--- config.mk ---
export PLATFORM = sky130hd
export DESIGN_NAME = modbus_request_frame_builder
export DESIGN_NICKNAME = d
export VERILOG_FILES = /design/src/hdl/mrfb_pkg.sv /design/src/hdl/mrfb_front.sv /design/src/hdl/mrfb_back.sv /design/src/hdl/modbus_request_frame_builder.sv
export SDC_FILE = /design/constraint.sdc
export NUM_CORES = 1
export LEC_CHECK = 0
export ABC_AREA = 0
export BUFFER_PORTS_ARGS = -buffer_cell sky130_fd_sc_hd__buf_4
export CAP_MARGIN = 15
export CORE_ASPECT_RATIO = 1.75
export CORE_MARGIN = 1
export CORE_UTILIZATION = 35
export DETAILED_ROUTE_END_ITERATION = 8
export SYNTH_ARGS = -nofsm -noshare
export SYNTH_HDL_FRONTEND = slang
export SYNTH_HIERARCHICAL = 1
export SYNTH_SLANG_ARGS = --single-unit
--- constraint.sdc ---
create_clock -name clock -period 7.9 [get_ports clock]
set_clock_uncertainty 0.15 [all_clocks]
set_input_delay 0.79 -clock clock [delete_from_list [all_inputs] [get_ports clock]]
set_output_delay 0.79 -clock clock [all_outputs]
set_load 0.02 [all_outputs]
--- src/hdl/mrfb_pkg.sv ---
`default_nettype none
// ----------------------------------------------------------------------------
// mrfb_pkg
// Shared types, codes and the CRC-16/MODBUS byte update for the frame builder.
// ----------------------------------------------------------------------------
package mrfb_pkg;

   // Request layout codes
   localparam logic [2:0] OP_READ     = 3'd0;
   localparam logic [2:0] OP_WRITE1   = 3'd1;
   localparam logic [2:0] OP_MULTI1   = 3'd2;
   localparam logic [2:0] OP_MULTI2   = 3'd3;
   localparam logic [2:0] OP_MULTI4   = 3'd4;

   // Frame sizing: data bytes before the two CRC bytes
   localparam int          DATA_MAX     = 15;
   localparam logic [3:0]  LEN_SHORT    = 4'd6;
   localparam logic [3:0]  LEN_MULTI1   = 4'd9;
   localparam logic [3:0]  LEN_MULTI2   = 4'd11;
   localparam logic [3:0]  LEN_MULTI4   = 4'd15;

   localparam logic [15:0] CRC_INIT     = 16'hFFFF;
   localparam logic [15:0] CRC_POLY     = 16'hA001;

   // One queued request, already classified
   typedef struct packed {
      logic [2:0]  opcode;
      logic [3:0]  data_len;
      logic [7:0]  slave_id;
      logic [7:0]  function_code;
      logic [15:0] reg_address;
      logic [15:0] reg_quantity;
      logic [7:0]  byte_count;
      logic [15:0] data_word0;
      logic [15:0] data_word1;
      logic [15:0] data_word2;
      logic [15:0] data_word3;
   } req_entry_type;

   // Bytewise reflected CRC update (eight shift steps)
   function automatic logic [15:0] crc_update(input logic [15:0] crc,
                                              input logic [7:0]  data);
      logic [15:0] c;
      c = crc ^ {8'h00, data};
      for (int i = 0; i < 8; i++) begin
         if (c[0]) begin
            c = (c >> 1) ^ CRC_POLY;
         end else begin
            c = c >> 1;
         end
      end
      return c;
   endfunction

endpackage
`default_nettype wire

--- src/hdl/mrfb_front.sv ---
`default_nettype none
// ----------------------------------------------------------------------------
// mrfb_front
// Accepts requests, drops undefined layouts, sizes the frame and holds
// classified requests in a two-entry queue. Also owns the slave id register.
// ----------------------------------------------------------------------------
module mrfb_front
   import mrfb_pkg::*;
(
   input  wire logic          clock,
   input  wire logic          reset,
   // configuration
   input  wire logic          csr_valid,
   output logic               csr_ready,
   input  wire logic [7:0]    csr_slave_id,
   // request channel
   input  wire logic          req_valid,
   output logic               req_ready,
   input  wire logic [2:0]    req_opcode,
   input  wire logic [7:0]    req_function_code,
   input  wire logic [15:0]   req_reg_address,
   input  wire logic [15:0]   req_reg_quantity,
   input  wire logic [7:0]    req_byte_count,
   input  wire logic [15:0]   req_data_word0,
   input  wire logic [15:0]   req_data_word1,
   input  wire logic [15:0]   req_data_word2,
   input  wire logic [15:0]   req_data_word3,
   // queue head toward the back end
   output logic               head_valid,
   output req_entry_type      head_entry,
   input  wire logic          head_pop
);

   logic [7:0]    slave_id_ff, slave_id_in;
   req_entry_type queue_ff [2];
   logic          wr_ptr_ff, wr_ptr_in;
   logic          rd_ptr_ff, rd_ptr_in;
   logic [1:0]    count_ff, count_in;
   logic          accept;
   logic          legal;
   logic          push;
   logic [3:0]    data_len;
   req_entry_type new_entry;

   assign csr_ready = 1'b1;
   assign req_ready = (count_ff != 2'd2);
   assign accept    = req_valid && req_ready;

   // Classify the layout
   always_comb begin
      legal    = 1'b1;
      data_len = LEN_SHORT;
      case (req_opcode)
         OP_READ, OP_WRITE1: data_len = LEN_SHORT;
         OP_MULTI1:          data_len = LEN_MULTI1;
         OP_MULTI2:          data_len = LEN_MULTI2;
         OP_MULTI4:          data_len = LEN_MULTI4;
         default:            legal    = 1'b0;
      endcase
   end

   assign push = accept && legal;

   always_comb begin
      new_entry.opcode        = req_opcode;
      new_entry.data_len      = data_len;
      new_entry.slave_id      = slave_id_ff;
      new_entry.function_code = req_function_code;
      new_entry.reg_address   = req_reg_address;
      new_entry.reg_quantity  = req_reg_quantity;
      new_entry.byte_count    = req_byte_count;
      new_entry.data_word0    = req_data_word0;
      new_entry.data_word1    = req_data_word1;
      new_entry.data_word2    = req_data_word2;
      new_entry.data_word3    = req_data_word3;
   end

   // Queue pointers
   always_comb begin
      slave_id_in = (csr_valid && csr_ready) ? csr_slave_id : slave_id_ff;
      wr_ptr_in   = push ? ~wr_ptr_ff : wr_ptr_ff;
      rd_ptr_in   = head_pop ? ~rd_ptr_ff : rd_ptr_ff;
      count_in    = count_ff;
      if (push && !head_pop) begin
         count_in = count_ff + 2'd1;
      end else if (!push && head_pop) begin
         count_in = count_ff - 2'd1;
      end
   end

   always_ff @(posedge clock) begin
      if (reset) begin
         slave_id_ff <= 8'h01;
         wr_ptr_ff   <= 1'b0;
         rd_ptr_ff   <= 1'b0;
         count_ff    <= 2'd0;
      end else begin
         slave_id_ff <= slave_id_in;
         wr_ptr_ff   <= wr_ptr_in;
         rd_ptr_ff   <= rd_ptr_in;
         count_ff    <= count_in;
      end
   end

   // Queue storage
   always_ff @(posedge clock) begin
      if (push) begin
         queue_ff[wr_ptr_ff] <= new_entry;
      end
   end

   assign head_valid = (count_ff != 2'd0);
   assign head_entry = queue_ff[rd_ptr_ff];

endmodule
`default_nettype wire

--- src/hdl/mrfb_back.sv ---
`default_nettype none
// ----------------------------------------------------------------------------
// mrfb_back
// Serializes the queue head one byte per cycle unless stalled, folds each data
// byte into the running CRC, appends CRC low and high bytes. Output registered.
// ----------------------------------------------------------------------------
module mrfb_back
   import mrfb_pkg::*;
(
   input  wire logic          clock,
   input  wire logic          reset,
   // queue head
   input  wire logic          head_valid,
   input  wire req_entry_type head_entry,
   output logic               head_pop,
   // response channel
   output logic               rsp_valid,
   input  wire logic          rsp_ready,
   output logic [7:0]         rsp_tx_byte,
   output logic               rsp_last_byte
);

   logic [4:0]  idx_ff, idx_in;
   logic [15:0] crc_ff, crc_in;
   logic        valid_ff, valid_in;
   logic [7:0]  byte_ff, byte_in;
   logic        last_ff, last_in;
   logic        advance;
   logic        emit;
   logic [7:0]  frame [DATA_MAX];
   logic [4:0]  len_ext;
   logic [7:0]  data_byte;

   assign advance = !valid_ff || rsp_ready;
   assign emit    = advance && head_valid;
   assign len_ext = {1'b0, head_entry.data_len};

   // Data bytes of the frame by layout
   always_comb begin
      for (int i = 0; i < DATA_MAX; i++) begin
         frame[i] = 8'h00;
      end
      frame[0] = head_entry.slave_id;
      frame[1] = head_entry.function_code;
      frame[2] = head_entry.reg_address[15:8];
      frame[3] = head_entry.reg_address[7:0];
      case (head_entry.opcode)
         OP_READ: begin
            frame[4] = 8'h00;
            frame[5] = head_entry.byte_count;
         end
         OP_WRITE1: begin
            frame[4] = head_entry.data_word0[15:8];
            frame[5] = head_entry.data_word0[7:0];
         end
         default: begin
            frame[4]  = head_entry.reg_quantity[15:8];
            frame[5]  = head_entry.reg_quantity[7:0];
            frame[6]  = head_entry.byte_count;
            frame[7]  = head_entry.data_word0[15:8];
            frame[8]  = head_entry.data_word0[7:0];
            frame[9]  = head_entry.data_word1[15:8];
            frame[10] = head_entry.data_word1[7:0];
            frame[11] = head_entry.data_word2[15:8];
            frame[12] = head_entry.data_word2[7:0];
            frame[13] = head_entry.data_word3[15:8];
            frame[14] = head_entry.data_word3[7:0];
         end
      endcase
   end

   assign data_byte = (idx_ff[3:0] == 4'd15) ? 8'h00 : frame[idx_ff[3:0]];

   // Byte sequencer
   always_comb begin
      idx_in   = idx_ff;
      crc_in   = crc_ff;
      valid_in = valid_ff;
      byte_in  = byte_ff;
      last_in  = last_ff;
      head_pop = 1'b0;
      if (advance) begin
         valid_in = head_valid;
      end
      if (emit) begin
         idx_in  = idx_ff + 5'd1;
         last_in = 1'b0;
         if (idx_ff < len_ext) begin
            byte_in = data_byte;
            crc_in  = crc_update(crc_ff, data_byte);
         end else if (idx_ff == len_ext) begin
            byte_in = crc_ff[7:0];
         end else begin
            // CRC high byte closes the frame
            byte_in  = crc_ff[15:8];
            last_in  = 1'b1;
            idx_in   = 5'd0;
            crc_in   = CRC_INIT;
            head_pop = 1'b1;
         end
      end
   end

   always_ff @(posedge clock) begin
      if (reset) begin
         idx_ff   <= 5'd0;
         crc_ff   <= CRC_INIT;
         valid_ff <= 1'b0;
      end else begin
         idx_ff   <= idx_in;
         crc_ff   <= crc_in;
         valid_ff <= valid_in;
      end
   end

   always_ff @(posedge clock) begin
      byte_ff <= byte_in;
      last_ff <= last_in;
   end

   assign rsp_valid     = valid_ff;
   assign rsp_tx_byte   = byte_ff;
   assign rsp_last_byte = last_ff;

endmodule
`default_nettype wire

--- src/hdl/modbus_request_frame_builder.sv ---
`default_nettype none
// ----------------------------------------------------------------------------
// modbus_request_frame_builder
// Turns one Modbus master request into its RTU frame with CRC-16/MODBUS.
// ----------------------------------------------------------------------------
// Usage:
//  - csr_ channel writes the slave id (reset value 1); always ready. Write it
//    only while no frame is in flight.
//  - req_ channel takes one request: opcode selects the layout (read, single
//    write, multi write with 1/2/4 words). Undefined opcodes are accepted and
//    produce no frame.
//  - rsp_ channel emits the frame bytes in order; rsp_last_byte marks the
//    CRC high byte that closes each frame.
//  - A request is written into the queue at the accepting edge; its first
//    byte then leaves through the output register.
//  - Throughput: one byte per cycle from the serializer unless the receiver
//    stalls; a frame is 8, 11, 13 or 17 bytes. The serializer with its
//    bytewise CRC update sets that rate. A two-entry queue lets the next
//    request be taken while the current frame drains.
//  - When the receiver stalls, the output byte holds and the serializer
//    waits; requests keep being taken until the queue is full.
//  - Reset empties the queue, drops the output valid and restores slave id 1.
// ----------------------------------------------------------------------------
module modbus_request_frame_builder
   import mrfb_pkg::*;
(
   input  wire logic          clock,
   input  wire logic          reset,
   input  wire logic          csr_valid,
   output logic               csr_ready,
   input  wire logic [7:0]    csr_slave_id,
   input  wire logic          req_valid,
   output logic               req_ready,
   input  wire logic [2:0]    req_opcode,
   input  wire logic [7:0]    req_function_code,
   input  wire logic [15:0]   req_reg_address,
   input  wire logic [15:0]   req_reg_quantity,
   input  wire logic [7:0]    req_byte_count,
   input  wire logic [15:0]   req_data_word0,
   input  wire logic [15:0]   req_data_word1,
   input  wire logic [15:0]   req_data_word2,
   input  wire logic [15:0]   req_data_word3,
   output logic               rsp_valid,
   input  wire logic          rsp_ready,
   output logic [7:0]         rsp_tx_byte,
   output logic               rsp_last_byte
);

   logic          head_valid;
   logic          head_pop;
   req_entry_type head_entry;

   // Front end: accept, classify, queue
   mrfb_front u_front (
      .clock             (clock),
      .reset             (reset),
      .csr_valid         (csr_valid),
      .csr_ready         (csr_ready),
      .csr_slave_id      (csr_slave_id),
      .req_valid         (req_valid),
      .req_ready         (req_ready),
      .req_opcode        (req_opcode),
      .req_function_code (req_function_code),
      .req_reg_address   (req_reg_address),
      .req_reg_quantity  (req_reg_quantity),
      .req_byte_count    (req_byte_count),
      .req_data_word0    (req_data_word0),
      .req_data_word1    (req_data_word1),
      .req_data_word2    (req_data_word2),
      .req_data_word3    (req_data_word3),
      .head_valid        (head_valid),
      .head_entry        (head_entry),
      .head_pop          (head_pop)
   );

   // Back end: serialize and append CRC
   mrfb_back u_back (
      .clock         (clock),
      .reset         (reset),
      .head_valid    (head_valid),
      .head_entry    (head_entry),
      .head_pop      (head_pop),
      .rsp_valid     (rsp_valid),
      .rsp_ready     (rsp_ready),
      .rsp_tx_byte   (rsp_tx_byte),
      .rsp_last_byte (rsp_last_byte)
   );

endmodule
`default_nettype wire

; ---- Word level (Yosys, flattened, before mapping)
; Memories as Yosys holds them, arrays and structs flattened. A register that Yosys moved wholly into a read port is not among the register bits.
; Index checks and enable logic that the tools add are counted.
[word_totals]
regBits = 43
ramBits = 254
output_inout_bits = 12
elab_cells = 97
n_memories = 1
[op_classes]
add_sub_neg = 3
order_cmp = 2
n_eq_ne = 9
n_mux = 45
bitwise = 12
reduce_logical = 16
[mem_list]
columns = memory, words, width, rd, rd_ports_with_merged_regs, write_ports, line
row1 = u_front.queue_ff, 2, 127, 1, 1, 1, mrfb_front.sv:35  ; req_entry_type queue_ff [2];
[op_table]
columns = op, count
row1 = $mux 16, 24
row2 = $mux 72, 1
row3 = $mux 8, 5
row4 = $bmux 8 s4, 1
row5 = $pmux 16 s2, 1
row6 = $not 2->3, 8
row7 = $xor 16x8->16, 1
row8 = $pmux 4 s3, 1
row9 = $mux 5, 2
row10 = $mux 1, 8
row11 = $eq 3x1->1 const B, 2
row12 = $eq 3x2->1 const B, 2
row13 = $logic_not 3->1, 2
row14 = $add 5x1->5 const B, 1
row15 = $eq 5x4->1, 1
row16 = $ge 5x5->1 const B, 1
row17 = $logic_and 1x1->1, 5
row18 = $lt 5x4->1, 1
row19 = $not 4->5, 1
row20 = $reduce_or 5->1, 1
row21 = $eq 4x4->1 const B, 1
row22 = $mux 2, 2
row23 = $reduce_bool 2->1, 2
row24 = $eq 3x3->1 const B, 1
row25 = other kinds (9), 12

; ---- Depth between registers and ports, before layout
[logic_depth]
ltp_word = 39
depth_mapped = 15
ltp_nobuf = 12

; ---- Modules after synthesis
; The synthesis kept the hierarchy.
[modules_own_cells]
columns = mod, instances, cells_each, area_per_inst_um2
row1 = mrfb_front, 1, 451, 9806.9
row2 = mrfb_back, 1, 335, 3109.2

; ---- Worst setup path before layout
; No wires, ideal clock.
[synth_timing]
kind = input-to-reg
start = in req_opcode[1]
end = mem u_front/queue_ff[0][0] (netlist bit), enable pin
setup_ns = 0.628
arrival_time_ns = 6.721
required_time_ns = 7.122
setup_slack_ns = 0.401
cell_stages = 3
n_path_buf = 0
cell_sequence = o21ai_0 and3_4 nor2b_1
[synth_via]
elab_chain_len = 6
[synth_lines]
columns = item, line
row1 = from (decl), modbus_request_frame_builder.sv:34  ; input wire logic [2:0] req_opcode,
row2 = "$eq 3x1->1, or another cell as far along", mrfb_front.sv:53  ; case (req_opcode)
row3 = $reduce_or 5->1 (no source line) (*), --
row4 = $mux 1 (*), mrfb_front.sv:53
row5 = $logic_and 1x1->1 (*), mrfb_front.sv:62  ; assign push = accept && legal;
row6 = $mux 1 (*), mrfb_front.sv:107  ; if (push) begin
row7 = $mux 1 (implied by the code) (*), mrfb_front.sv:108  ; queue_ff[wr_ptr_ff] <= new_entry;
row8 = to (decl), mrfb_front.sv:35
; Mark *: on every way between the ends. The rest lies on a longest branch, timed or not.

==> results.sh <==
export IMPL_status="complete, no violations"
export IMPL_min_delay_path_depth=1
export IMPL_yosys_warnings=6
export IMPL_drt_iter0_markers=341
export IMPL_synth_edf_count=261
export IMPL_internal_power_mw=2.898
export IMPL_initial_core_util=0.3573
export IMPL_nets=1054
export IMPL_ys_types=65
export IMPL_place_inst=1361
export IMPL_ant_nets=0
export IMPL_period_needed_ns=5.019
export IMPL_clk_pin_slew_worst_paths_ns=0.07
export IMPL_clk_latency_ns=0.54
export IMPL_drive_gt1_frac=0.3763
export IMPL_peakVddDrop_uv=144.0
export IMPL_switching_share=0.2557
export IMPL_r2r_cells=12
export IMPL_power_density_nw_per_um2=257.5
export IMPL_overflow=0
export IMPL_grt_max_degree=71
export IMPL_netlist_instances=786
export IMPL_critPathMaxFanout=70
export IMPL_hold_worst_slack_ns=0.2822
export IMPL_post_cts_setup_buffers=0
export IMPL_power_frac_seq=0.483
export IMPL_drt_pass1_iter_count=5
export IMPL_setup_violations=0
export IMPL_pin_count=140
export IMPL_clkPwrFrac=0.315
export IMPL_antenna_found_initial=0
export IMPL_routed_wl_met3_um=959
export IMPL_timing_slew_headroom=0.3210
export IMPL_routabilityCongestion=0.8776
export IMPL_drt_wirelength_per_cell_um=20.67
export IMPL_synthesis_area_sq_um=12920
export IMPL_cts_htree_levels=1
export IMPL_areaGrowthSynthToFinish_pct=17.08
export IMPL_syn_num_nets=920
export IMPL_n_antenna_cell=0
export IMPL_cap_violations=0
export IMPL_drc=0
export IMPL_p_leak_nw=5.271
export IMPL_routed_top_layer="met4"
export IMPL_cp_start_kind="flop"
export IMPL_cp_end_kind="flop"
export IMPL_wl_met1_um=10810
export IMPL_cts_buffers=26
export IMPL_hold_violations=0
export IMPL_path_class="reg2reg"
export IMPL_min_to="u_front/queue_ff[0][83]$_DFFE_PP_"
export IMPL_cts_num_sinks=296
export IMPL_synth_seq_area_share=0.6610
export IMPL_p_sw_uw=995.4
export IMPL_r2r_slack_ns=2.88
export IMPL_port_buffers=138
export IMPL_achievable_frequency_mhz=199.2
export IMPL_wl_met2_um=16390
export IMPL_final_cells=1408
export IMPL_dp_hpwl_um=20150
export IMPL_tritoncts="built"
export IMPL_grt_pass1_vias=7283
export IMPL_hold_path_class="in2reg"
export IMPL_fp_dieH_um=256.1
export IMPL_clockRootBuffer="clkbuf_16"
export IMPL_clockBufferDepth=3
export IMPL_cp_required_ns=8.14
export IMPL_rsz0062_at_grt="false"
export IMPL_fin_tns_setup_ns=0
export IMPL_slew_violations=0
export IMPL_vias=6966
export IMPL_p_total_mw=3.894
export IMPL_core_area_sq_um=36140
export IMPL_hold_start="req_reg_quantity[11]"
export IMPL_dieWidth_um=147.2
export IMPL_ys_seq_elements=296
export IMPL_min_period_over_period=0.6353
export IMPL_fillers=3324
export IMPL_r2r_end="u_back/crc_ff[0]$_SDFFE_PP1P_"
export IMPL_p_comb_frac=0.202
export IMPL_grt_pass1_wl_um=43760
export IMPL_routed_wl_um=29100
export IMPL_rows=92
export IMPL_grt_util_all_layers=0.1553
export IMPL_cts_resized=0
export IMPL_syn_avg_cell_area_sq_um=16.43
export IMPL_via_per_inst=4.947
export IMPL_cp_arrival_ns=5.26
export IMPL_worst_slew_pin_transition_ns=1.019
export IMPL_die_area_sq_um=37710
export IMPL_async_reset_ff_frac=0
export IMPL_holdBufCountCts=0
export IMPL_synthFlopType="edfxtp_1"
-- power by group through the flow --
stage / registers, mW / logic [mW] / clock network (mW)
final: 1.88 / 0.787 / 1.22
after CTS: 1.88 / 0.796 / 1.26
after global placement: 1.91 / 0.788 / 0
after global routing: 1.89 / 0.847 / 1.31
after detailed placement: 1.92 / 0.795 / 0
after floorplan: 1.93 / 0.575 / 0
-- layout by cell type, fill, tap and decap left out, drive strengths merged, types with 3 or more instances in the layout --
cell / Yosys / layout
edfxtp: 261 / 261
buf: 33 / 148
mux2: 138 / 138
mux2i: 42 / 42
nor2: 36 / 36
clkbuf: 9 / 36
dfxtp: 35 / 35
nand2: 32 / 32
o21ai: 26 / 26
xnor2: 19 / 19
a21oi: 16 / 16
inv: 15 / 15
mux4: 11 / 11
a211oi: 10 / 10
nor3: 9 / 9
clkinv: 2 / 9
nor2b: 8 / 8
nand3: 7 / 7
o22ai: 7 / 7
nand2b: 7 / 7
a221o: 6 / 6
ha: 6 / 6
xor2: 6 / 6
a22oi: 6 / 6
a221oi: 5 / 5
or2: 4 / 4
o221ai: 3 / 3
-- per-stage QoR --
step | instance area [sq um] | util | setup WS, ns
final | 15120 | 0.4184 | 2.881
after global routing | 15120 | 0.4184 | 2.585
after CTS | 15110 | 0.4182 | 2.822
after detailed placement | 14310 | 0.3959 | 2.819
after global placement | 14310 | 0.3959 | 2.873
after floorplan | 12920 | - | 0.4012
-- critical path: stages, from the launching register on --
cell and delay [ns]:
dfxtp_4 0.97, buf_4 0.89, mux2_2 0.33, mux2i_1 0.07, mux4_2 0.47, o221ai_1 0.22, a21oi_1 0.14, xnor2_1 0.30
xnor3_1 0.31, xnor3_1 0.43, xnor2_2 0.22, xnor2_1 0.14, a41oi_1 0.14
-- cells by family (layout without fill, tap and decap cells) --
logic type / count (synthesis) / count (layout) / synth area share
and+or+nand+nor: 114 / 114 / 0.04243
muxes: 191 / 191 / 0.1837
xor gates and xnor gates: 28 / 28 / 0.02635
adders and majority gates: 6 / 6 / 0.005812
other: 1 / 1 / 0.0002903
AOI/OAI and AO/OA: 91 / 91 / 0.05115
DFF: 296 / 296 / 0.6610
buffers and inverters: 59 / 211 / 0.02926
-- state kept, by name (all words and copies together) (netlist names), named ones only --
| register | flops |
|---|---|
| u_back/crc_ff | 16 |
| u_back/idx_ff | 5 |
| u_back/rsp_last_byte | 1 |
| u_back/rsp_tx_byte | 8 |
| u_back/rsp_valid | 1 |
| u_front/count_ff | 2 |
| u_front/queue_ff | 252 |
| u_front/rd_ptr_ff | 1 |
| u_front/slave_id_ff | 8 |
| u_front/wr_ptr_ff | 1 |
-- synth_stat cells (2+ instances only) --
master    instances  share of area
nor3_1            9         0.0035
a221o_1           6         0.0046
mux4_2           11          0.019
buf_1             2        0.00058
a211oi_1         10         0.0058
mux2_2           95          0.083
mux2_4           40          0.046
ha_1              6         0.0058
buf_4             3         0.0017
nor2b_1           8         0.0039
a221oi_1          4         0.0027
a22oi_2           3         0.0029
o211ai_1          2         0.0012
nand2_1          32         0.0093
o221ai_1          3         0.0020
mux2i_1          42          0.033
xnor2_2           6         0.0076
inv_1            14         0.0041
edfxtp_1        261           0.61
xor2_1            5         0.0034
o21ai_0          22         0.0085
clkbuf_1          9         0.0026
xnor2_1          13         0.0088
and2_1            2        0.00097
buf_12            4         0.0062
or2_2             3         0.0015
o22ai_1           7         0.0034
nand2b_1          6         0.0029
o21ai_1           4         0.0015
nand4_1           2        0.00097
mux2_1            3         0.0026
nand3_1           7         0.0027
clkinv_1          2        0.00058
buf_6             8         0.0070
a21oi_1          15         0.0058
a22oi_1           3         0.0017
buf_2            16         0.0062
dfxtp_1          35          0.054
nor2_1           36          0.010
xnor3_1           2         0.0035
-- per-layer routing --
layer,vias to the layer above,global-route usage
li1,3277,-
met1,3490,0.1673
met2,152,0.2987
met3,47,0.01836
met4,0,0.06586
met5,-,0
-- how the worst max path moves through the flow --
stage / end / slack, ns / depth (start not counted)
3_5_place_dp: u_back/crc_ff[0]$_SDFFE_PP1P_ / 2.82 / 12
2_1_floorplan: u_front/queue_ff[0][0]$_DFFE_PP_ / 0.40 / 3
5_1_grt: u_back/crc_ff[0]$_SDFFE_PP1P_ / 2.59 / 12
3_3_place_gp: u_back/crc_ff[0]$_SDFFE_PP1P_ / 2.87 / 12
6_report: u_back/crc_ff[0]$_SDFFE_PP1P_ / 2.88 / 12
4_1_cts: u_back/crc_ff[0]$_SDFFE_PP1P_ / 2.82 / 12
-- final cells by class --
cell class	instances	area, sq um	area share
clock buffer	36	709.4	0.04691
clock inverter	10	96.34	0.006371
tap	470	588.1	0.03889
inverter	17	63.81	0.004220
sequential	296	8543	0.5650
timing repair buffer	148	1111	0.07347
multi-input combinational	431	4010	0.2652
Power figures use the tool's default switching activity.
